==> src/rtl/bmsi_pkg.sv <==
// ----------------------------------------------------------------------------
// bmsi_pkg
// Types, constants and helpers shared by the bank mapper and its modulo unit.
// ----------------------------------------------------------------------------
package bmsi_pkg;

    localparam int WORK_RAM_BYTES = 8192;
    localparam int PRG_BANK_BYTES = 16384;
    localparam int SLOT_BYTES     = PRG_BANK_BYTES / 2;

    localparam int ADDR_W   = 16;
    localparam int DATA_W   = 8;
    localparam int OFF_W    = 19;
    localparam int CNT_W    = 7;
    localparam int BANK_W   = 6;
    localparam int CHR_W    = 8;
    localparam int RAM_AW   = $clog2(WORK_RAM_BYTES);
    localparam int SLOT_AW  = $clog2(SLOT_BYTES);

    // restoring remainder: steps for a 6-bit dividend and divisor >= 2
    localparam int MOD_STEPS = BANK_W - 1;
    localparam int STEP_W    = $clog2(MOD_STEPS);
    localparam int SHW       = BANK_W + MOD_STEPS;

    localparam logic [CNT_W-1:0] CNT_MIN   = 7'd2;
    localparam logic [CNT_W-1:0] CNT_MAX   = 7'd64;
    localparam logic [CNT_W-1:0] CNT_RESET = 7'd32;

    localparam logic [2:0] TGT_PRG_A = 3'd6;
    localparam logic [2:0] TGT_PRG_B = 3'd7;

    typedef enum logic [1:0] {
        OP_CPU_RD = 2'd0,
        OP_CPU_WR = 2'd1,
        OP_PPU_RD = 2'd2,
        OP_TICK   = 2'd3
    } t_op;

    typedef enum logic [2:0] {
        RG_RAM      = 3'd3,
        RG_BANK     = 3'd4,
        RG_MIRROR   = 3'd5,
        RG_IRQ_LOAD = 3'd6,
        RG_IRQ_EN   = 3'd7
    } t_region;

    typedef enum logic [1:0] {
        ST_IDLE,
        ST_EXEC,
        ST_MOD
    } t_state;

    typedef struct packed {
        logic              go;
        logic [BANK_W-1:0] dividend;
        logic [CNT_W-1:0]  divisor;
    } t_mod_req;

    typedef struct packed {
        logic              done;
        logic [BANK_W-1:0] remainder;
    } t_mod_rsp;

    function automatic logic [CNT_W-1:0] eff_count(input logic [CNT_W-1:0] c);
        logic [CNT_W-1:0] r;
        r = c;
        if (c < CNT_MIN) r = CNT_MIN;
        if (c > CNT_MAX) r = CNT_MAX;
        return r;
    endfunction

endpackage

==> src/rtl/bmsi_mod_unit.sv <==
// ----------------------------------------------------------------------------
// bmsi_mod_unit
// Iterative remainder of a 6-bit bank number by the bank count: one shared
// compare-and-subtract per cycle, shifted divisor walking down to bit 0.
// ----------------------------------------------------------------------------
module bmsi_mod_unit
    import bmsi_pkg::*;
(
    input  logic     i_clk,
    input  logic     i_rst_n,
    input  t_mod_req i_req,
    output t_mod_rsp o_rsp
);

    logic              r_run;
    logic [STEP_W-1:0] r_k;
    logic [BANK_W-1:0] r_rem;
    logic [CNT_W-1:0]  r_div;

    logic [SHW-1:0]    shifted;
    logic              ge;
    logic [BANK_W-1:0] n_rem;

    always_comb begin
        shifted = {{(SHW-CNT_W){1'b0}}, r_div} << r_k;
        ge      = {{(SHW-BANK_W){1'b0}}, r_rem} >= shifted;
        n_rem   = ge ? (r_rem - shifted[BANK_W-1:0]) : r_rem;
    end

    always_ff @(posedge i_clk) begin
        if (!i_rst_n) begin
            r_run <= 1'b0;
        end else if (i_req.go) begin
            r_run <= 1'b1;
        end else if (r_run && r_k == '0) begin
            r_run <= 1'b0;
        end
    end

    always_ff @(posedge i_clk) begin
        if (i_req.go) begin
            r_rem <= i_req.dividend;
            r_div <= i_req.divisor;
            r_k   <= STEP_W'(MOD_STEPS - 1);
        end else if (r_run) begin
            r_rem <= n_rem;
            r_k   <= r_k - 1'b1;
        end
    end

    assign o_rsp.done      = r_run && (r_k == '0);
    assign o_rsp.remainder = n_rem;

endmodule

==> config.mk <==
export PLATFORM = sky130hd
export DESIGN_NAME = bmsi_mod_unit
export DESIGN_NICKNAME = d
export VERILOG_FILES = /design/src/rtl/bmsi_pkg.sv /design/src/rtl/bmsi_mod_unit.sv
export SDC_FILE = /design/constraint.sdc
export NUM_CORES = 1
export LEC_CHECK = 0
export BUFFER_PORTS_ARGS = -buffer_cell sky130_fd_sc_hd__buf_2
export CAP_MARGIN = 20
export CORE_UTILIZATION = 40
export CTS_CLUSTER_DIAMETER = 40
export CTS_CLUSTER_SIZE = 10
export DETAILED_ROUTE_END_ITERATION = 10
export GPL_ROUTABILITY_DRIVEN = 0
export GPL_TIMING_DRIVEN = 0
export PLACE_DENSITY = 0.57
export SYNTH_ARGS = -nofsm -noshare
export SYNTH_HDL_FRONTEND = slang
export SYNTH_SLANG_ARGS = --single-unit
==> constraint.sdc <==
create_clock -name i_clk -period 4.24 [get_ports i_clk]
set_input_delay 0.636 -clock i_clk [delete_from_list [all_inputs] [get_ports i_clk]]
set_output_delay 0.636 -clock i_clk [all_outputs]
set_load 0.02 [all_outputs]
==> run metrics, run 1 <==
run status=completed; register-to-register setup slack=1.16 ns; maxcap violations=0; met1 usage=between 20% and 30%; Final Util=48.36%; Final Hold Vio Count=0; worst hold path cell count=1; Slew Limit Fails=0; Vias per Instance=about 5.6; 1st-iter DRT viols=62; Crit Path Max Fanout=10; power per cell area=380.8 nW/um^2; worst skew pair latency=0.29 ns; commonest non-fill, non-tap cell in the layout=buf_2; Area Overhead vs Synth=14.04%; worst hold path type=in2reg; Die H=61.72 um; TNS Setup=0 ns; post-synthesis async set-or-reset flop share=0%; Worst Hold End=r_div[2]; Int Power=374.0 uW; final net count=195; Total Wirelength=3287 um; buffers inserted by post-CTS timing repair=0; EDFF count, synth=13; CP Data Arrival Time=3.37 ns; ranking of synthesized cells by area=edfxtp_1, ha_1, dfxtp_1; Slew headroom=61.76%; Starting Density=42.41%; total grt overflow=0; post-synthesis average cell area=9.975 um^2; Final period util=~95%; share of cells above drive strength 1=24.26%; RR Endpoint=r_rem[5]; DRC=0; Finished Cell Area=1627 um^2; row cnt=21; Syn. warnings=0; RSZ-0062 raised after global routing=no; count of input and output buffers=22; Global Route Usage Sum=a little under a fifth; H-tree Lvls=1; Syn Inst Count=143; Worst EP required=3.60 ns; final setup violation count=0; clk root buf=clkbuf_4; io pins=23; Sequential Power Share=35.8%; Hold Startpoint=i_req[2]; largest net degree at the start of global routing=13; Sw Ratio=39.63%; DP HPWL=between 2000 and 3000 um; core area=3363 um^2; gr busiest metal=met1; shortest period the worst path allows=4.010 ns; most frequent cells in the layout=buf_2, edfxtp_1, nor2b_1; worst-case clock buffer depth=2; Sw Pwr=245.5 uW; Critical Setup Path Class=reg2out; total die area=3809 um^2; clock power share=14.1%; Syn Std Cell Area=1426 um^2; drt wl/cell=15.29 um; sequential share of the synthesized area=32.98%; met3 usage in global routing=around 1.9%; Synth top area share=a little over a quarter; TritonCTS clock tree=done; Distinct cells, synth=56; Yosys top cell by area=edfxtp_1; clk slew on worst S/H paths=0.09 ns; startpoint types=register; flops & latches, synth=17; wire length of the first global-routing pass=5216 um; Fmax achieved=249.4 MHz; cts bufs inserted=3; number of antenna-violating nets in the routed design=0; Gate power share=approximately 50%; antenna violations before repair=0; Worst R2R Start=r_k[0]; 1st-pass router iterations=4; worst reg2reg path depth=10; Sink Count=17; worst ir drop on vdd=roughly 0.17 mV; Crit. End Element=primary output; Filler cells=346; vias in the first global route=~1000; routed vias=about 1200; ant diodes=0; Lkg Pwr=0.0006513 uW; syn_nets=168; top_reg_cell synth=edfxtp_1; Area after DPL=roughly 1600 um^2; Die W=61.72 um; skew final=approximately 0.011 ns; grt met2 use=28.11%; worst slew pin tran=0.5737 ns
-- power groups by stage --
stage	clock, uW	combinational [uW]	sequential (uW)
after detailed placement	0	303	225
after global routing	97.5	346	224
after floorplan	0	234	218
final	87.0	311	222
after CTS	91.5	306	221
after global placement	0	298	225
-- worst max-delay path by stage --
stage | depth (start not counted) | endpoint | start | slack [ns]
2_1_floorplan | 11 | o_rsp[0] | r_k[1] | 0.92
3_3_place_gp | 11 | o_rsp[5] | r_k[0] | 0.60
3_5_place_dp | 11 | o_rsp[5] | r_k[0] | 0.47
4_1_cts | 11 | o_rsp[5] | r_k[0] | 0.12
5_1_grt | 13 | o_rsp[3] | r_k[1] | 0.007
6_report | 12 | o_rsp[3] | r_k[1] | 0.23
-- stage by stage --
| stage | cells | hold WS (ns) | power (uW) | setup slack, ns |
|---|---|---|---|---|
| after CTS | 215 | 0.5030 | 618.6 | 0.1208 |
| after detailed placement | 211 | 0.5638 | 528.0 | 0.4712 |
| final | 215 | 0.5192 | 619.5 | 0.2296 |
| after floorplan | 143 | 0.5264 | 452.3 | 0.9170 |
| after global routing | 215 | 0.4967 | 667.4 | 0.006681 |
| after global placement | 211 | 0.5596 | 522.2 | 0.6015 |
-- routing by layer --
layer / vias up / wire length, um
li1: 608 / -
met1: 562 / 1644
met2: 29 / 1493
met3: 2 / 134
met4: 0 / 14
met5: - / 0
-- layout make-up --
cell class	count	area (um^2)	area share, %
clock buffers	3	22.52	1.385
multi-input cells	110	883.3	54.31
inverters	7	26.28	1.615
well taps	46	57.56	3.538
repair buffers	22	110.1	6.769
flip-flops and latches	17	470.5	28.92
plain buffers	9	51.30	3.154
clock inverters	1	5.005	0.3077
-- sequential cells by signal, indices dropped and copies added, names as in the netlist --
name   flops
r_div      7
r_k        3
r_rem      6
r_run      1
-- critical path: stages (launching register included) --
cell and delay (ns):
dfxtp_1 0.36, buf_2 0.20, nand2b_1 0.16, o21ai_1 0.12, a211o_1 0.33, ha_1 0.33
and4_1 0.20, a2111oi_1 0.38, o2bb2ai_1 0.23, or4_1 0.17, buf_6 0.13, mux2_4 0.30
buf_2 0.16
-- synth_stat cells (2+ instances only) --
cell type	number
edfxtp_1	13
nor2b_1	9
ha_1	8
nor2_1	8
a21oi_1	7
or3_1	6
clkbuf_1	5
inv_1	5
a22oi_1	4
dfxtp_1	4
mux2i_1	4
nand2b_1	4
o211ai_1	4
o21ai_1	4
o31ai_1	4
a211oi_1	3
mux2_4	3
xnor2_1	3
buf_2	2
nand2_1	2
o21a_1	2
o221ai_1	2
o41ai_1	2
or3b_1	2
or4_1	2
-- cells by family after synthesis --
| logic type | count (synthesis) | synth area share (%) |
|---|---|---|
| compound gates | 45 | 23.42 |
| xor+xnor | 4 | 2.457 |
| fa+ha+maj | 9 | 8.421 |
| buf+inv | 16 | 5.175 |
| flops | 17 | 32.98 |
| mux | 9 | 9.386 |
| simple gates | 43 | 18.16 |
-- what timing repair did --
action	in CTS	in global routing
gates resized for setup	0	4
setup endpoints to repair	0	4
hold endpoints to repair	0	0
hold buffers	0	0
No activity file was read; power rests on OpenSTA's default activity.
==> run 2: changes to the inputs <==
--- a/config.mk
+++ b/config.mk
@@ -14,6 +14,7 @@
 export GPL_ROUTABILITY_DRIVEN = 0
 export GPL_TIMING_DRIVEN = 0
 export PLACE_DENSITY = 0.57
+export RECOVER_POWER = 25
 export SYNTH_ARGS = -nofsm -noshare
 export SYNTH_HDL_FRONTEND = slang
 export SYNTH_SLANG_ARGS = --single-unit
==> run metrics, run 2 (synthesized netlist as in run 1, its figures left out) <==
run status=completed; Sink Count=17 (unchanged); drt wl/cell=15.32 um (+0.21%); Gate power share=50.2% (about the same); H-tree Lvls=1 (unchanged); Sequential Power Share=35.8% (about the same); routed vias=1207 (+0.50%); Starting Density=42.41% (unchanged); worst ir drop on vdd=0.1708 mV (-0.17%); RR Endpoint=r_rem[5]; Slew Limit Fails=0 (unchanged); Die W=61.72 um (unchanged); CP Data Arrival Time=3.38 ns (about the same); Final Hold Vio Count=0 (unchanged); max FFs per register=7 (unchanged); DP HPWL=2603 um (unchanged); Crit. End Element=primary output; final net count=195 (unchanged); power per cell area=381.2 nW/um^2 (about the same); Slew headroom=58.74% (-3.0 points); DRC=0 (unchanged); Global Route Usage Sum=19.12% (unchanged); most frequent cells in the layout=buf_2, edfxtp_1, nor2b_1; skew final=0.01140 ns (+0.0005496 ns); Die H=61.72 um (unchanged); worst reg2reg path depth=10 (unchanged); ant diodes=0 (unchanged); worst hold path cell count=1 (unchanged); 1st-pass router iterations=4 (unchanged); clk root buf=clkbuf_4; Fmax achieved=249.1 MHz (about the same); worst hold path type=in2reg; Sw Ratio=39.65% (about the same); startpoint types=register; Critical Setup Path Class=reg2out; Worst R2R Start=r_k[0]; worst-case clock buffer depth=2 (unchanged); antenna violations before repair=0 (unchanged); worst skew pair latency=0.29 ns (about the same); largest net degree at the start of global routing=13 (unchanged); number of antenna-violating nets in the routed design=0 (unchanged); Worst EP required=3.60 ns (about the same); Critical Path Max Stage Delay=0.38 ns (about the same); biggest regs=r_div (7), r_rem (6), r_k (3); cts bufs inserted=3 (unchanged); count of input and output buffers=22 (unchanged); clock power share=14.0% (about the same); Lkg Pwr=0.0006485 uW (-0.42%); Worst Hold End=r_div[2]; Largest Register=r_div; core area=3363 um^2 (unchanged); Sw Pwr=245.7 uW (about the same); vias in the first global route=1039 (unchanged); Vias per Instance=5.614 (+0.50%); CP max-delay cell=a2111oi_1; register-to-register setup slack=1.16 ns (about the same); Int Power=373.9 uW (about the same); Area Overhead vs Synth=13.95% (about the same); maxcap violations=0 (unchanged); 1st-iter DRT viols=58 (-6.5%); clk slew on worst S/H paths=0.09 ns (about the same); Final Util=48.33% (about the same); worst slew pin tran=0.6189 ns (+0.04524 ns); commonest non-fill, non-tap cell in the layout=buf_2; total grt overflow=0 (unchanged); share of cells above drive strength 1=23.67% (-0.59 points); ordered cell list for the critical path=buf_2 > nand2b_1 > o21ai_1 > a211o_1 > ha_1 > and4_1 > a2111oi_1 > o2bb2ai_1 > or4_1 > buf_6 > mux2_4 > buf_2; shortest period the worst path allows=4.014 ns (+0.003745 ns); Crit path top cell by count=buf_2; Final period util=94.67% (about the same); io pins=23 (unchanged); RSZ-0062 raised after global routing=no; row cnt=21 (unchanged); TritonCTS clock tree=done; hold buffers post-CTS=0 (unchanged); Crit Path Max Fanout=10 (unchanged); TNS Setup=0 ns (unchanged); final setup violation count=0 (unchanged); Total Wirelength=3294 um (+0.21%); Hold Startpoint=i_req[2]; wire length of the first global-routing pass=5216 um (unchanged); total die area=3809 um^2 (unchanged)
==> run 2: routing by layer <==
layer	up-vias	GRT usage [%]	part of all wire [%]
li1	608	-	-
met1	570	29.20	50
met2	27	28.11	45
met3	2	1.863	3.7
met4	0	6.667	0.43
met5	-	0	0
==> run 2: critical path: cells and delay by family, from the launching register on <==
| kind | cells | cell delay [ns] |
|---|---|---|
| AOI/OAI and AO/OA | 4 | 1.06 |
| adders and majority gates | 1 | 0.33 |
| buffers and inverters | 3 | 0.49 |
| DFF | 1 | 0.36 |
| muxes | 1 | 0.30 |
| and+or+nand+nor | 3 | 0.53 |
==> run 2: what timing repair did <==
item,CTS,global route
setup endpoints to repair,0,4
setup buffers,0,0
gates resized for setup,0,4
==> run 2: metrics by stage <==
stage	worst slack, ns	cell area [um^2]	hold slack (ns)	std cells	power (uW)
after floorplan	0.9170	1426	0.5264	143	452.3
after global placement	0.6015	1594	0.5596	211	522.2
after detailed placement	0.4712	1594	0.5638	211	528.0
after CTS	0.1208	1622	0.5030	215	618.6
after global routing	0.006681	1625	0.4967	215	667.3
final	0.2259	1625	0.5197	215	619.6
==> run 2: power by group through the flow <==
stage	registers, uW	logic, uW	clock network [uW]
after CTS	221	306	91.5
final	222	311	86.9
after floorplan	218	234	0
after global routing	224	345	97.5
after global placement	225	298	0
after detailed placement	225	303	0
==> run 2: how the worst max path moves through the flow <==
stage / start / end / slack [ns] / cells after the start
final: r_k[1] / o_rsp[3] / 0.23 / 12
after global placement: r_k[0] / o_rsp[5] / 0.60 / 11
after floorplan: r_k[1] / o_rsp[0] / 0.92 / 11
after CTS: r_k[0] / o_rsp[5] / 0.12 / 11
after global routing: r_k[1] / o_rsp[3] / 0.007 / 13
after detailed placement: r_k[0] / o_rsp[5] / 0.47 / 11
==> run 2: final cells by class <==
type                    count  area (um^2)
plain buffers               9        51.30
clock buffers               3        22.52
clock inverters             1        5.005
fillers                   345         1738
inverters                   7        26.28
multi-input cells         110        883.3
flip-flops and latches     17        470.5
well taps                  46        57.56
repair buffers             22        108.9
